--- config.mk ---
export PLATFORM = sky130hd
export DESIGN_NAME = hdlc_nrzi_frame_transmitter_unit
export DESIGN_NICKNAME = d
export VERILOG_FILES = /design/src/hw/rtl/hnft_pkg.sv /design/src/hw/rtl/hnft_crc.sv /design/src/hw/rtl/hnft_serializer.sv /design/src/hw/rtl/hdlc_nrzi_frame_transmitter_unit.sv
export SDC_FILE = /design/constraint.sdc
export NUM_CORES = 1
export LEC_CHECK = 0
export ABC_AREA = 1
export ABC_CLOCK_PERIOD_IN_PS = 2050
export BUFFER_PORTS_ARGS = -buffer_cell sky130_fd_sc_hd__buf_4
export CORE_ASPECT_RATIO = 1.4
export CORE_MARGIN = 5
export CORE_UTILIZATION = 53
export CTS_CLUSTER_DIAMETER = 200
export DETAILED_ROUTE_END_ITERATION = 16
export PLACE_DENSITY = 0.74
export SLEW_MARGIN = 0
export SYNTH_ARGS = -nofsm -noshare
export SYNTH_HDL_FRONTEND = slang
export SYNTH_SLANG_ARGS = --single-unit
--- constraint.sdc ---
create_clock -name aclk -period 2.05 [get_ports aclk]
set_clock_uncertainty 0.1 [all_clocks]
set_input_delay 0.1025 -clock aclk [delete_from_list [all_inputs] [get_ports aclk]]
set_output_delay 0.1025 -clock aclk [all_outputs]
set_load 0.02 [all_outputs]
--- src/hw/rtl/hnft_pkg.sv ---
package hnft_pkg;

    typedef enum logic [1:0] {
        OP_START = 2'd0,
        OP_FLAG  = 2'd1,
        OP_DATA  = 2'd2,
        OP_FCS   = 2'd3
    } hnft_op_t;

    localparam int unsigned CRC_W     = 16;
    localparam int unsigned BYTE_W    = 8;
    localparam int unsigned CNT_W     = 5;   // holds up to CRC_W bits per transaction
    localparam int unsigned ONES_W    = 3;

    localparam logic [BYTE_W-1:0] FLAG_BYTE = 8'h7E;
    localparam logic [CRC_W-1:0]  CRC_POLY  = 16'h8408;
    localparam logic [CRC_W-1:0]  CRC_INIT  = 16'hFFFF;

    localparam logic [CNT_W-1:0]  CNT_BYTE  = 5'd8;
    localparam logic [CNT_W-1:0]  CNT_FCS   = 5'd16;

    localparam logic [ONES_W-1:0] ONES_STUFF = 3'd5;
    localparam logic [ONES_W-1:0] ONES_MAX   = 3'd7;

    // Load command from the input side into the serializer
    typedef struct packed {
        logic             valid;
        logic             start;
        logic             stuff_en;
        logic             crc_en;
        logic [CNT_W-1:0] count;
        logic [CRC_W-1:0] bits;
    } hnft_load_t;

    // Bit-serial CRC update request
    typedef struct packed {
        logic shift;
        logic bit_in;
    } hnft_crc_ctl_t;

endpackage

--- src/hw/rtl/hnft_crc.sv ---
module hnft_crc (
    input  logic                  aclk,
    input  logic                  aresetn,
    input  logic                  init,
    input  hnft_pkg::hnft_crc_ctl_t ctl,
    output logic [15:0]           crc
);
    import hnft_pkg::*;

    logic [CRC_W-1:0] crc_reg;
    logic [CRC_W-1:0] crc_next;
    logic             fb;

    // Reflected CRC-16/X.25, one bit per cycle while ctl.shift is set
    always_comb begin
        fb       = crc_reg[0] ^ ctl.bit_in;
        crc_next = crc_reg;
        if (init) begin
            crc_next = CRC_INIT;
        end else if (ctl.shift) begin
            crc_next = (crc_reg >> 1) ^ (fb ? CRC_POLY : '0);
        end
    end

    always_ff @(posedge aclk) begin
        if (!aresetn) begin
            crc_reg <= CRC_INIT;
        end else begin
            crc_reg <= crc_next;
        end
    end

    assign crc = crc_reg;

endmodule

--- src/hw/rtl/hnft_serializer.sv ---
module hnft_serializer (
    input  logic                    aclk,
    input  logic                    aresetn,
    input  hnft_pkg::hnft_load_t    load,
    output logic                    busy,
    output hnft_pkg::hnft_crc_ctl_t crc_ctl,
    output logic                    m_valid,
    input  logic                    m_ready,
    output logic                    m_line_bit,
    output logic                    m_stuffed,
    output logic                    m_last
);
    import hnft_pkg::*;

    logic [CRC_W-1:0]  shreg_reg, shreg_next;
    logic [CNT_W-1:0]  cnt_reg, cnt_next;
    logic              stuff_pend_reg, stuff_pend_next;
    logic              stuff_en_reg, stuff_en_next;
    logic              crc_en_reg, crc_en_next;
    logic [ONES_W-1:0] ones_reg, ones_next;
    logic              level_reg, level_next;
    logic              valid_reg, valid_next;
    logic              line_reg, line_next;
    logic              stuffed_reg, stuffed_next;
    logic              last_reg, last_next;
    logic              out_free;
    logic              emit;

    assign busy     = (cnt_reg != '0) || stuff_pend_reg;
    assign out_free = !valid_reg || m_ready;
    assign emit     = busy && out_free;

    assign crc_ctl.shift  = emit && !stuff_pend_reg && crc_en_reg;
    assign crc_ctl.bit_in = shreg_reg[0];

    always_comb begin
        shreg_next      = shreg_reg;
        cnt_next        = cnt_reg;
        stuff_pend_next = stuff_pend_reg;
        stuff_en_next   = stuff_en_reg;
        crc_en_next     = crc_en_reg;
        ones_next       = ones_reg;
        level_next      = level_reg;
        valid_next      = out_free ? 1'b0 : valid_reg;
        line_next       = line_reg;
        stuffed_next    = stuffed_reg;
        last_next       = last_reg;

        if (load.valid) begin
            if (load.start) begin
                level_next = 1'b1;
                ones_next  = '0;
            end else begin
                shreg_next    = load.bits;
                cnt_next      = load.count;
                stuff_en_next = load.stuff_en;
                crc_en_next   = load.crc_en;
            end
        end else if (emit) begin
            valid_next = 1'b1;
            if (stuff_pend_reg) begin
                // inserted zero: toggle the line, clear the run
                level_next      = !level_reg;
                ones_next       = '0;
                stuff_pend_next = 1'b0;
                line_next       = !level_reg;
                stuffed_next    = 1'b1;
                last_next       = (cnt_reg == '0);
            end else begin
                if (!shreg_reg[0]) begin
                    level_next = !level_reg;
                    ones_next  = '0;
                end else begin
                    ones_next = (ones_reg == ONES_MAX) ? ONES_MAX : ones_reg + 1'b1;
                end
                stuff_pend_next = stuff_en_reg && shreg_reg[0] && (ones_next == ONES_STUFF);
                shreg_next      = shreg_reg >> 1;
                cnt_next        = cnt_reg - 1'b1;
                line_next       = level_next;
                stuffed_next    = 1'b0;
                last_next       = (cnt_reg == CNT_W'(1)) && !stuff_pend_next;
            end
        end
    end

    always_ff @(posedge aclk) begin
        if (!aresetn) begin
            cnt_reg        <= '0;
            stuff_pend_reg <= 1'b0;
            stuff_en_reg   <= 1'b0;
            crc_en_reg     <= 1'b0;
            ones_reg       <= '0;
            level_reg      <= 1'b1;
            valid_reg      <= 1'b0;
        end else begin
            cnt_reg        <= cnt_next;
            stuff_pend_reg <= stuff_pend_next;
            stuff_en_reg   <= stuff_en_next;
            crc_en_reg     <= crc_en_next;
            ones_reg       <= ones_next;
            level_reg      <= level_next;
            valid_reg      <= valid_next;
        end
        shreg_reg   <= shreg_next;
        line_reg    <= line_next;
        stuffed_reg <= stuffed_next;
        last_reg    <= last_next;
    end

    assign m_valid    = valid_reg;
    assign m_line_bit = line_reg;
    assign m_stuffed  = stuffed_reg;
    assign m_last     = last_reg;

    // A pending stuff zero follows exactly five ones of a stuffed transaction
    a_stuff_cause: assert property (@(posedge aclk) disable iff (!aresetn)
        stuff_pend_reg |-> (stuff_en_reg && ones_reg == ONES_STUFF))
        else $error("stuff zero pending without a run of five ones");

    // Stuffing keeps the run of ones short while a stuffed transaction is sent
    a_run_bound: assert property (@(posedge aclk) disable iff (!aresetn)
        (busy && stuff_en_reg) |-> (ones_reg <= ONES_STUFF))
        else $error("run of ones too long in stuffed transaction");

    // A load that sends bits makes the serializer busy on the next cycle
    a_load_busy: assert property (@(posedge aclk) disable iff (!aresetn)
        (load.valid && !load.start && load.count != '0) |=> busy)
        else $error("loaded bits not taken up");

    // A load arrives only while the serializer is idle
    a_load_idle: assert property (@(posedge aclk) disable iff (!aresetn)
        load.valid |-> !busy)
        else $error("load while bits still pending");

endmodule

--- src/hw/rtl/hdlc_nrzi_frame_transmitter_unit.sv ---
// Channel | Ports             | Contents (lowest bit first)
// --------+-------------------+----------------------------------------------
// input   | s_tvalid/s_tready | s_tdata: data_byte[7:0]; s_tuser: operation[1:0]
// output  | m_tvalid/m_tready | m_tdata: line_bit, 7 zero bits; m_tuser: stuffed;
//         |                   | m_tlast: last bit time of the input transaction
//
// One line bit leaves per cycle from the bit-serial shifter while m_tready allows;
// an input transaction is accepted, then its line bits, inserted stuff zeros included,
// leave one by one. The CRC advances one bit per cycle with the shifter, on data bits only.
// aresetn is synchronous, active low: line high, CRC 0xFFFF, run count zero.
// A stalled m_tready holds the output register and the shifter; s_tready drops
// while bits of the current transaction remain, not while a result only waits.
module hdlc_nrzi_frame_transmitter_unit (
    input  logic       aclk,
    input  logic       aresetn,
    input  logic       s_tvalid,
    output logic       s_tready,
    input  logic [7:0] s_tdata,   // [7:0] data_byte
    input  logic [1:0] s_tuser,   // [1:0] operation
    output logic       m_tvalid,
    input  logic       m_tready,
    output logic [7:0] m_tdata,   // [0] line_bit, [7:1] zero
    output logic       m_tuser,   // [0] stuffed
    output logic       m_tlast
);
    import hnft_pkg::*;

    hnft_load_t    load;
    hnft_crc_ctl_t crc_ctl;
    hnft_op_t      op;
    logic          busy;
    logic          accept;
    logic          line_bit;
    logic [CRC_W-1:0] crc;

    // Take a new transaction only once the shifter has drained
    assign s_tready = !busy;
    assign accept   = s_tvalid && s_tready;
    assign op       = hnft_op_t'(s_tuser);

    // Decode the operation into a shifter load
    always_comb begin
        load          = '0;
        load.valid    = accept;
        unique case (op)
            OP_START: begin
                load.start = 1'b1;
            end
            OP_FLAG: begin
                load.count = CNT_BYTE;
                load.bits  = {{(CRC_W-BYTE_W){1'b0}}, FLAG_BYTE};
            end
            OP_DATA: begin
                load.stuff_en = 1'b1;
                load.crc_en   = 1'b1;
                load.count    = CNT_BYTE;
                load.bits     = {{(CRC_W-BYTE_W){1'b0}}, s_tdata};
            end
            OP_FCS: begin
                // complemented CRC, low byte first
                load.stuff_en = 1'b1;
                load.count    = CNT_FCS;
                load.bits     = ~crc;
            end
            default: begin
                load.start = 1'b0;
            end
        endcase
    end

    hnft_crc u_crc (
        .aclk    (aclk),
        .aresetn (aresetn),
        .init    (accept && op == OP_START),
        .ctl     (crc_ctl),
        .crc     (crc)
    );

    hnft_serializer u_ser (
        .aclk       (aclk),
        .aresetn    (aresetn),
        .load       (load),
        .busy       (busy),
        .crc_ctl    (crc_ctl),
        .m_valid    (m_tvalid),
        .m_ready    (m_tready),
        .m_line_bit (line_bit),
        .m_stuffed  (m_tuser),
        .m_last     (m_tlast)
    );

    assign m_tdata = {7'd0, line_bit};

endmodule
* Yosys cells after proc, flatten, opt, wreduce, memory -nomap -nowiden
Cells that the tools add are included.
** Word-level totals
- Register bits :: 48
- Bits in latches :: 0
- RAM bits :: 0
- ROM bits :: 0
- Input bits :: 14
- Output and inout port bits :: 12
- Logic and storage cells :: 87
- Memories kept :: 0
** Operators by class
- $add $sub $neg :: 2
- $mul :: 0
- Div/mod/pow operators :: 0
- Magnitude comparators :: 0
- Eq/ne operators :: 9
- Shift operators :: 0
- Mux-type cells :: 33
- Bitwise gates (word level) :: 6
- Reduce and logical (&&, ||, !) cells :: 25
** Operator list (number)
- $mux W16 :: 5
- $pmux W21 S3 :: 1
- $mux W3 :: 9
- $mux W5 :: 4
- $not A16 Y16 :: 1
- $xor A15 B16 Y16 :: 1
- $mux W1 :: 14
- $logic_and A1 B1 Y1 :: 8
- $eq A3 B3 Y1 const B :: 2
- $ne A2 B2 Y1 const B :: 3
- $reduce_and A2 Y1 :: 3
- $eq A5 B1 Y1 const B :: 1
- $logic_not A1 Y1 :: 5
- $logic_not A5 Y1 :: 1
- $reduce_bool A5 Y1 :: 1
- $sub A5 B1 Y5 const B :: 1
- $eq A2 B2 Y1 const B :: 2
- $reduce_or A2 Y1 :: 2
- $add A3 B1 Y3 const B :: 1
- $not A1 Y1 :: 3
- $reduce_and A3 Y1 :: 1
- $eq A2 B1 Y1 const B :: 1
- $logic_not A2 Y1 :: 1
- $logic_or A1 B1 Y1 :: 2
- 2 further kinds :: 2

* Logic depth before layout (Yosys ltp)
- Depth after elaboration :: 11
- Mapped depth :: 11
- Mapped depth without buffers :: 10

* Cells and area by module
From an unflattened synthesis, not the netlist that was laid out.
** Second synthesis, totals
- Cell total of the unflattened synthesis :: 354
- Area total of the unflattened synthesis :: 2641.3 um^2
** Modules (own cells, without submodules)
- hnft_serializer :: times used 1, cells each 196, area an instance 1616.6 um^2, seq. area each 830.8 um^2
- hnft_crc :: times used 1, cells each 81, area an instance 639.4 um^2, seq. area each 320.3 um^2
- hdlc_nrzi_frame_transmitter_unit :: times used 1, cells each 77, area an instance 385.4 um^2, seq. area each 0.0 um^2

* Least setup slack after synthesis
No wires, ideal clock.
- Kind :: register -> register
- Start point :: reg u_ser.cnt_reg[0]
- End point :: reg u_ser.shreg_reg[0], enable pin
- Library setup time :: 0.373 ns
- Arrival :: 1.427 ns
- Data required time :: 1.577 ns
- Setup slack :: 0.149 ns
- Stages on the path, launching flop included :: 7
- Path buffers :: 0
- Clock period less this slack :: 1.901 ns
- Cells stage by stage :: dfxtp_1 > inv_1 > ha_1 > nand2_1 > nor2_4 > nand4_2 > nand2_1
** On the way
- Word-level cells in the longest chain between the ends :: 6
- Elaborated cells on any way between the ends :: 9
- Classes of those cells :: eq/ne (2); reduce/logical (7)
** RTL lines
- from (decl) :: line hnft_serializer.sv:16 : logic [CNT_W-1:0] cnt_reg, cnt_next;
- from (signal assigned) :: line hnft_serializer.sv:96 : cnt_reg <= cnt_next;
- $reduce_bool A5 Y1 (*) :: line hnft_serializer.sv:29 : assign busy = (cnt_reg != '0) || stuff_pend_reg;
- $logic_or A1 B1 Y1 (*) :: line hnft_serializer.sv:29
- $logic_not A1 Y1 :: line hdlc_nrzi_frame_transmitter_unit.sv:37 : assign s_tready = !busy;
- $logic_and A1 B1 Y1 :: line hdlc_nrzi_frame_transmitter_unit.sv:38 : assign accept = s_tvalid && s_tready;
- $ne A2 B2 Y1 (no line) / $reduce_bool A2 Y1 (equally long branches)
- $reduce_and A3 Y1 (no line) (*)
- to (signal assigned) :: line hnft_serializer.sv:104 : shreg_reg <= shreg_next;
- to (decl) :: line hnft_serializer.sv:15 : logic [CRC_W-1:0] shreg_reg, shreg_next;
Mark *: on every way between the ends. The rest lies on a longest branch, timed or not.
A chain may end at the register's enable or synchronous reset.

* Worst setup path after layout
- Start point :: reg u_ser.cnt_reg[0]
- End point :: reg u_ser.shreg_reg[12] (data pin)
** On the way
- Word-level cells in the longest chain between the ends :: 5
** RTL lines
- $reduce_bool A5 Y1 :: line hnft_serializer.sv:29
- $logic_or A1 B1 Y1 :: line hnft_serializer.sv:29
- $logic_not A1 Y1 :: line hdlc_nrzi_frame_transmitter_unit.sv:37
- $logic_and A1 B1 Y1 :: line hdlc_nrzi_frame_transmitter_unit.sv:38
- $mux W16 :: line hnft_serializer.sv:49 : if (load.valid) begin
- net u_ser.shreg_next[12] :: line hnft_serializer.sv:15
The timed path passes the listed nets, and every way through them passes these cells.

==> impl_metrics.ini <==
[outcome]
outcome = complete, no violations

[routing]
first_pass_iters = 4
viasPerCell = 5.06
drc = 0
wl_um = 4900
via_count = 1995
ant_nets = 0
post_drt_wl_per_cell_um = 12.4
drt_iter0_drc = 95

[timing]
maxSlewViolCount = 0
post-route-min-period_ns = 1.83
finalHoldViolations = 0
max_freq_mhz = 547
fin_crit_sh_pct = 89.1
rsz0062_at_grt = no
finalSetupTns_ns = 0
setup_violations = 0
whs_ns = 0.0610

[worst_setup_path]
setup.worst_path.end_class = flop
cp_data_arrival_time_ns = 1.88
crit_fanout = 10
crit_type = reg -> reg
rrSetupSlack_ns = 0.22
required_ns = 2.11
cp-start-kind = flop

[power]
powerDensity_nw_per_um2 = 1410
clkPwrFrac_pct = 14.2
p_leak_uw = 0.00129
p_seq_share_pct = 42.0
finalPower_uw = 3910
switching_share_pct = 39.9
p_int_uw = 2350
p_sw_uw = 1560
ir_drop_uv = 591
pwr-share-comb_pct = 43.8

[floorplanning]
core_um2 = 4570
die_height_um = 91.6
dieArea_um2 = 6250
initial_core_util_pct = 55.1
die_w_um = 68.3
io_pins = 26
rows = 29

[synth]
yosysWarnings = 0
seq_area_frac_synth_pct = 45.7
yosys.area.top_type = dfxtp_1
synth_ff_type = dfxtp_1
netlist.area_leader.share_pct = 23.0
netlist_instances = 315
synth-seq-cells = 48
async_flop_share_pct = 0
syn_area_um2 = 2520
ys_types = 33
synth_edf_count = 19
synth.area.top_cells = dfxtp_1 23%, edfxtp_1 23%, nand2_1 13%, nand3_1 6.0%, ha_1 4.5%
avgSynthCellArea_um2 = 8.00

[clock_network]
cts_buffers = 5
clkSinkCount = 48
htree_num_levels = 2
cts_tree = done
post-cts-setup-buffer-count = 0
clockBufferDepth = 2
cts.clk_slew.worst_paths_ns = 0.09
cts-root-buf = clkbuf_8
insertion_delay_ns = 0.30

[layout]
n_antenna_cell = 0
areaGrowthSynthToFinish_pct = 10.1
final_common_cell = nand2_1
mostFrequentLayoutCells = 87 x nand2_1, 30 x nand3_1, 29 x dfxtp_1, 26 x inv_1
nNetsFinal = 354
drive_above_1_share_pct = 15.1
n_fill_cell = 429

[global_routing]
grt_max_degree = 29
antenna_found_initial = 0
grt_usage_pct = 17.0
met3_usage_pct = 3.21
grt_pass1_wl_um = 8270
grt_busiest_layer = met2
gr-total-overflow = 0
met2_usage_pct = 28.1
grt_pass1_vias = 1839
use_met1_pct = 21.1

[placement]
hpwl_um = 3550
place_congestion = 0.916
port_buffers = 18

[job]
cap_viol_max_count = 0

[min_path]
hold_class = in -> reg
cells in the mapped netlist (4+ instances only):
cell type / instances
ha_1: 9
nand4_1: 4
edfxtp_1: 19
nor2_1: 19
or2_2: 8
nand2_1: 87
a21oi_1: 16
buf_4: 10
nand3_1: 30
inv_1: 26
o21ai_0: 11
dfxtp_1: 29
o21ai_1: 14
final timing paths:
kind	start	endpoint	cells after the start
hold reg to reg	u_crc.crc[5]$_SDFFE_PP1P_	u_crc.crc[5]$_SDFFE_PP1P_	2
hold / removal	s_tdata[0]	u_ser.shreg_reg[0]$_DFFE_PP_	3
setup reg to reg	u_ser.cnt_reg[0]$_SDFFE_PN0P_	u_ser.shreg_reg[12]$_DFFE_PP_	7
setup / recovery	u_ser.cnt_reg[0]$_SDFFE_PN0P_	u_ser.shreg_reg[12]$_DFFE_PP_	7
kinds of logic after synthesis:
family          share of synthesized area, %
compound gates                          8.39
xor+xnor                               0.695
fa+ha+maj                               4.47
buf+inv                                 9.48
flops                                   45.7
other cells                            0.149
simple gates                            31.1
layer usage:
layer  share of wire, %  up-vias
li1                   -     1047
met1                 47      900
met2                 47       37
met3                3.6       11
met4                2.3        0
met5                  0        -
metrics by stage:
stage / instance area (um2) / util (%) / instances / worst slack [ns]
floorplan: 2540 / - / 321 / 0.149
global placement: 2680 / 58.5 / 385 / 0.189
detailed placement: 2680 / 58.5 / 385 / 0.114
CTS: 2770 / 60.6 / 394 / 0.0958
global route: 2780 / 60.7 / 394 / 0.0769
finish: 2780 / 60.7 / 394 / 0.223
layout make-up:
| cell class | instances | area (um2) | share of cell area (%) |
|---|---|---|---|
| multi-input combinational | 225 | 1160 | 41.7 |
| sequential | 48 | 1150 | 41.5 |
| timing repair buffer | 22 | 193 | 6.94 |
| inverter | 29 | 111 | 4.01 |
| tap | 62 | 77.6 | 2.80 |
| clock buffer | 7 | 76.3 | 2.75 |
| clock inverter | 1 | 8.76 | 0.316 |
critical path: stages (launching register included):
cell	delay, ns
dfxtp_1	0.34
inv_1	0.12
ha_1	0.18
inv_1	0.04
nor2_1	0.15
nand4_1	0.19
or2_1	0.40
o21ai_1	0.18
power by group through the flow:
| stage | logic (uW) | registers [uW] | clock network, uW |
|---|---|---|---|
| after floorplan | 1290 | 1650 | 0 |
| after global placement | 1680 | 1650 | 0 |
| after detailed placement | 1720 | 1660 | 0 |
| after CTS | 1730 | 1640 | 577 |
| after global routing | 1950 | 1680 | 623 |
| final | 1710 | 1640 | 558 |
what timing repair did:
item	4_1_cts	5_1_grt
hold buffers	1	0
hold endpoints to repair	4	0
resized for setup	0	2
endpoints found under the setup margin	0	10
Note: power is estimated with default switching activity, not from simulation.
